--- config.mk ---
export PLATFORM = sky130hd
export DESIGN_NAME = mvt_merge_flat
export DESIGN_NICKNAME = d
export VERILOG_FILES = /design/src/hw/rtl/mvt_pkg.sv /design/src/hw/rtl/mvt_if.sv /design/src/hw/rtl/mvt_merge.sv /design/src/flat_wrapper.sv
export SDC_FILE = /design/constraint.sdc
export NUM_CORES = 1
export LEC_CHECK = 0
export BUFFER_PORTS_ARGS = -buffer_cell sky130_fd_sc_hd__buf_4
export CAP_MARGIN = 5
export CORE_AREA = 2 2 104 106
export DETAILED_ROUTE_END_ITERATION = 10
export DIE_AREA = 0 0 106 108
export PLACE_DENSITY = 0.74
export SETUP_SLACK_MARGIN = 0.2
export SKIP_CTS_REPAIR_TIMING = 1
export SYNTH_ARGS = -nofsm -noshare
export SYNTH_HDL_FRONTEND = slang
export SYNTH_SLANG_ARGS = --single-unit
export TNS_END_PERCENT = 100
--- constraint.sdc ---
create_clock -name clk -period 11.9 [get_ports clk]
set_input_delay 1.785 -clock clk [delete_from_list [all_inputs] [get_ports clk]]
set_output_delay 1.785 -clock clk [all_outputs]
set_load 0.1 [all_outputs]
--- src/hw/rtl/mvt_pkg.sv ---
// shared types and constants for the matrix vector transform block
`default_nettype none
package mvt_pkg;

	localparam int DATA_W        = 32;
	localparam int FRAC_BITS_DEF = 16;
	localparam int DIM           = 4;

	typedef logic [1:0] func_t;

	localparam func_t FUNC_LOAD  = 2'd0;
	localparam func_t FUNC_VEC   = 2'd1;
	localparam func_t FUNC_POINT = 2'd2;

	// matrix element write, broadcast to all lanes
	typedef struct packed {
		logic              en;
		logic [1:0]        row;
		logic [1:0]        col;
		logic [DATA_W-1:0] data;
	} mat_wr_t;

	// one row result as a lane hands it to the merge stage
	typedef struct packed {
		logic [DATA_W-1:0] val;
		logic              ovf;
	} lane_res_t;

endpackage
`default_nettype wire

--- src/hw/rtl/mvt_if.sv ---
// request and response channel interfaces
`default_nettype none


interface mvt_rsp_if;
	logic               valid;
	logic               ready;
	logic signed [31:0] out_x;
	logic signed [31:0] out_y;
	logic signed [31:0] out_z;
	logic signed [31:0] out_w;
	logic               overflow;

	modport source (output valid, out_x, out_y, out_z, out_w, overflow, input ready);
	modport sink (input valid, out_x, out_y, out_z, out_w, overflow, output ready);
endinterface
`default_nettype wire

--- src/hw/rtl/mvt_merge.sv ---
// output register: gathers the four lane results and the overflow flag
`default_nettype none
module mvt_merge (
	input  wire logic                                 clk,
	input  wire logic                                 arst_n,
	input  wire logic                                 valid_s1,
	input  wire mvt_pkg::lane_res_t [mvt_pkg::DIM-1:0] res,
	output logic                                      adv,
	mvt_rsp_if.source                                 rsp
);
	import mvt_pkg::*;

	logic valid_s2;

	// output slot is free or being emptied this cycle
	assign adv = !valid_s2 || rsp.ready;

	always_ff @(posedge clk or negedge arst_n) begin
		if (!arst_n) begin
			valid_s2 <= 1'b0;
		end else if (adv) begin
			valid_s2 <= valid_s1;
		end
	end

	always_ff @(posedge clk) begin
		if (adv && valid_s1) begin
			rsp.out_x    <= $signed(res[0].val);
			rsp.out_y    <= $signed(res[1].val);
			rsp.out_z    <= $signed(res[2].val);
			rsp.out_w    <= $signed(res[3].val);
			rsp.overflow <= res[0].ovf | res[1].ovf | res[2].ovf | res[3].ovf;
		end
	end

	assign rsp.valid = valid_s2;

endmodule
`default_nettype wire

--- src/flat_wrapper.sv ---
// flat-port wrapper written by rule: the top's interface ports become plain ports
module mvt_merge_flat import mvt_pkg::*;
  (clk, arst_n, valid_s1, res, adv, rsp_valid, rsp_out_x, rsp_out_y, rsp_out_z, rsp_out_w, rsp_overflow, rsp_ready);
  mvt_rsp_if rsp_i ();
  input  wire logic clk;
  input  wire logic arst_n;
  input  wire logic valid_s1;
  input  wire mvt_pkg::lane_res_t [mvt_pkg::DIM-1:0] res;
  output logic adv;
  output wire logic [$bits(rsp_i.valid)-1:0] rsp_valid;
  output wire logic [$bits(rsp_i.out_x)-1:0] rsp_out_x;
  output wire logic [$bits(rsp_i.out_y)-1:0] rsp_out_y;
  output wire logic [$bits(rsp_i.out_z)-1:0] rsp_out_z;
  output wire logic [$bits(rsp_i.out_w)-1:0] rsp_out_w;
  output wire logic [$bits(rsp_i.overflow)-1:0] rsp_overflow;
  input wire logic [$bits(rsp_i.ready)-1:0] rsp_ready;
  assign rsp_valid = rsp_i.valid;
  assign rsp_out_x = rsp_i.out_x;
  assign rsp_out_y = rsp_i.out_y;
  assign rsp_out_z = rsp_i.out_z;
  assign rsp_out_w = rsp_i.out_w;
  assign rsp_overflow = rsp_i.overflow;
  assign rsp_i.ready = rsp_ready;
  mvt_merge u_core (.clk(clk), .arst_n(arst_n), .valid_s1(valid_s1), .res(res), .adv(adv), .rsp(rsp_i));
endmodule
==> impl.org <==
** Drt
- Number of design-rule violations left by the first detailed-router iteration :: 106
- In the final routing, the length of wire on met1 measures 2.940 mm.
- Number of vias in the routed layout :: 2400
- Via density per instance :: 4.218
- Total Routed Length :: 9.170 mm
- Routed met2 length :: 4.987 mm
- The count of nets left with antenna violations once routing finished came out at 0.
- In the routed design, unresolved DRC markers number 0.
- Summed over all nets, wire length on met3 after detailed routing comes to 1.078 mm.
- Dividing the detail-routed wire length by the instance count gives 16.12 um.
- In this run the top signal layer used is met4.
- For this run, the detailed router's first-pass iteration total came to 4.

** Yosys
- Post-synth net total :: 270
- Synth top area share :: 0.9869
- Number of flip-flops and latches in the synthesized netlist :: 130
- Mean post-synth cell area :: 29.29 um^2
- After technology mapping, the gate count stands at 134.
- Counting distinct cell types in the post-synthesis netlist gives 5.
- Most instantiated cells after synthesis :: sky130_fd_sc_hd__edfxtp_1, sky130_fd_sc_hd__nand2b_1, sky130_fd_sc_hd__and2_1, sky130_fd_sc_hd__dfrtp_1, sky130_fd_sc_hd__or4_1
- Yosys instantiated no cell more often than sky130_fd_sc_hd__edfxtp_1.
- sky130_fd_sc_hd__edfxtp_1 takes more of the synthesized area than any other cell.
- For this run, the number of Yosys warnings is 0.
- Among all flip-flop cells after synthesis, the most frequent one is sky130_fd_sc_hd__edfxtp_1.
- In this run the cell area of the synthesized design comes to 0.003925 mm^2.
- Portion of the post-synthesis area used by sequential elements :: 0.9933
- After synthesis, the share of flip-flops with an asynchronous set or reset is 0.007692.
- The synthesized design contains 129 enable-type register cells.
- Sorting the synthesized cells by area gives the leading types as sky130_fd_sc_hd__edfxtp_1, sky130_fd_sc_hd__dfrtp_1, sky130_fd_sc_hd__nand2b_1.

** Status
- Outcome :: finished clean

** Hold path
- The worst hold path begins at u_core.rsp.valid.
- In this run the worst hold path is classified as flop to flop.
- Counting instances, the worst hold path has a depth of 2.
- Hold-critical path endpoint :: u_core.rsp.valid

** Floorplan
- In this run the vertical extent of the chip is 108 um.
- The die covers 0.01145 mm^2.
- Row count :: 37
- The initial utilization of the core area, before any placement, comes to 0.3836.
- Pin placement for this block handled 267 I/O pins.
- Die Wd :: 106 um
- Area inside the core boundary :: 0.01023 mm^2

** CTS
- Clock transition at the registers of the reported paths :: 0.06 ns
- The cell sitting at the root of the clock tree is a sky130_fd_sc_hd__clkbuf_8.
- In this run the deepest clock path goes through 2 buffers.
- In this run the number of H-tree levels came out at 4.
- For the worst-skew pair, the clock arrives at the later sink with an insertion delay of 0.50 ns.
- Counting the buffers created by CTS gives 17.
- The tree built by TritonCTS fans out to 130 sinks.
- CTS tree :: yes

** Setup path
- Critical path's most frequent cell :: sky130_fd_sc_hd__buf_4
- Critical Path Fanout Max :: 3
- The critical path is of the input port to primary output type.
- CP required :: 10.12 ns
- Critical Path Slowest Stage Cell :: sky130_fd_sc_hd__buf_4
- Largest delay share family, worst path :: buffers and inverters
- STA classifies the critical path startpoint as an input port.
- In this run the critical register-to-register path is captured at u_core.rsp.out_y[17].
- The number of buffers and inverters on the critical path is 2.
- Counting cells, the worst reg-to-reg path comes to 3.
- Source of the worst register-to-register timing path :: u_core.rsp.valid
- The worst register-to-register path has a setup slack of 9.51 ns.
- Traced cell by cell, the critical path runs through buf_4 > nand2b_1 > buf_4.
- Largest stage delay, worst path :: 0.31 ns
- Data arrives at the worst endpoint at 2.30 ns.
- Critical Path Sink Type :: primary output

** Power and ir drop
- Of the total power, the share spent switching nets is 0.2913.
- Dividing total power by cell area gives a power density of 192.7 mW/mm^2.
- Of the total power, the clock network draws 0.379.
- Internal power comes to 910.9 uW.
- Sequential group share of total power :: 0.422
- Combinational share of power :: 0.200
- Switching power :: 374.4 uW
- Leakage Power :: 0.002814 uW
- Max rail drop VDD :: 0.1095 mV

** Layout
- The final layout contains 556 nets.
- The area growth from synthesis to layout is 69.94%.
- Fraction of layout cells with a size suffix above 1 :: 0.6813
- Leaving out filler cells and counting taps, the final layout contains 569.
- Final-layout fill cell count :: 738
- The repair_antennas step left the layout with diodes totalling 0.

** Global routing
- Pin count of the biggest net entering global routing :: 72
- The number of antenna violations at the first check in global routing was 0.
- In the global route stage, overall resource usage came out at 0.1587.
- The first global-routing pass estimated 12.86 mm of wire.
- The via count of the first global-routing pass came to 2414.
- For this run the aggregate overflow at the end of global routing stands at 0.

** Place
- Gpl congestion :: 0.7224
- Number of port buffers :: 266
- Placed cell count :: 537

** Timing
- Setup violations remaining at the end of the flow were counted as 0.
- Fin crit period :: 4.082 ns
- Number of failing hold endpoints at the final stage :: 0
- Final period utilization :: 0.3431
- Between clock sinks in the finished design, the worst skew comes to 0.006108 ns.
- Total negative slack for setup checks :: 0 ns
- Headroom to the max-slew limit came out at 0.4251.
- The number of slew-limit violations in the final report was 0.
- Setup repair after global routing left no endpoint under its margin.
- Based on the critical path, the design can be clocked at up to 0.2450 GHz.
- Slew at the pin closest to its max-slew limit :: 0.8623 ns

** Run
- Max-cap violations in this run came to 0.
## through the flow
stage | util | hold slack (ns) | power, uW | setup WS (ns) | instance area, um^2
after floorplan | - | 1.489 | 736.4 | 5.734 | 3925
after global placement | 0.5964 | 0.5284 | 806.7 | 7.809 | 6102
after detailed placement | 0.5964 | 0.5588 | 809.5 | 7.817 | 6102
after CTS | 0.6520 | 0.5743 | 1298 | 7.813 | 6670
after global routing | 0.6520 | 0.6254 | 1327 | 7.785 | 6670
final | 0.6520 | 0.5669 | 1285 | 7.818 | 6670
## kinds of logic (layout without fill, tap and decap cells)
group	count (synthesis)	in the layout	share of synthesized area
simple gates	4	4	0.006696
flops	130	130	0.9933
buf+inv	0	299	0
## worst register-to-register path, stage by stage, from the launching register on
cell	delay, ns
sky130_fd_sc_hd__dfrtp_1	0.38
sky130_fd_sc_hd__nand2b_1	0.11
sky130_fd_sc_hd__and2_4	0.65
sky130_fd_sc_hd__buf_4	0.81
## flip-flops by register name (all words and copies together), names as in the netlist
signal and cells:
u_core.rsp.valid 1, u_core.rsp.out_y 32, u_core.rsp.out_w 32, u_core.rsp.overflow 1, u_core.rsp.out_x 32, u_core.rsp.out_z 32
## how the worst max path moves through the flow
stage,from,to,depth (start not counted)
floorplan,rsp_ready,u_core.rsp.out_w[0],2
global placement,rsp_ready,adv,3
detailed placement,rsp_ready,adv,3
CTS,rsp_ready,adv,3
global route,rsp_ready,adv,3
finish,rsp_ready,adv,3
## placed cells by master, fill, tap and decap left out
| master | count |
|---|---|
| sky130_fd_sc_hd__clkbuf_8 | 5 |
| sky130_fd_sc_hd__dfrtp_1 | 1 |
| sky130_fd_sc_hd__bufinv_16 | 2 |
| sky130_fd_sc_hd__and2_4 | 1 |
| sky130_fd_sc_hd__clkbuf_1 | 5 |
| sky130_fd_sc_hd__buf_4 | 267 |
| sky130_fd_sc_hd__edfxtp_1 | 129 |
| sky130_fd_sc_hd__clkinv_2 | 4 |
| sky130_fd_sc_hd__nand2b_1 | 2 |
| sky130_fd_sc_hd__or4_1 | 1 |
| sky130_fd_sc_hd__clkbuf_16 | 16 |
## layer usage
layer / track usage / vias up
met5: 0 / -
li1: - / 1122
met3: 0.08439 / 16
met2: 0.2751 / 162
met1: 0.1578 / 1100
met4: 0.07237 / 0
## power by group through the flow
| stage | Clock [uW] | Sequential, uW | Combinational, uW |
|---|---|---|---|
| floorplan | 0 | 726 | 10.2 |
| global placement | 0 | 550 | 256 |
| detailed placement | 0 | 551 | 258 |
| CTS | 498 | 543 | 258 |
| global route | 520 | 544 | 263 |
| finish | 487 | 542 | 256 |
## area by class of cell
type,instances,area (um^2),area share
Tap cell,136,170.2,0.02551
Timing Repair Buffer,267,2004,0.3005
Multi-Input combinational cell,4,28.78,0.004314
Clock inverter,6,80.08,0.01201
Sequential cell,130,3899,0.5845
Clock buffer,26,488.0,0.07316
Power figures use the tool's default switching activity.
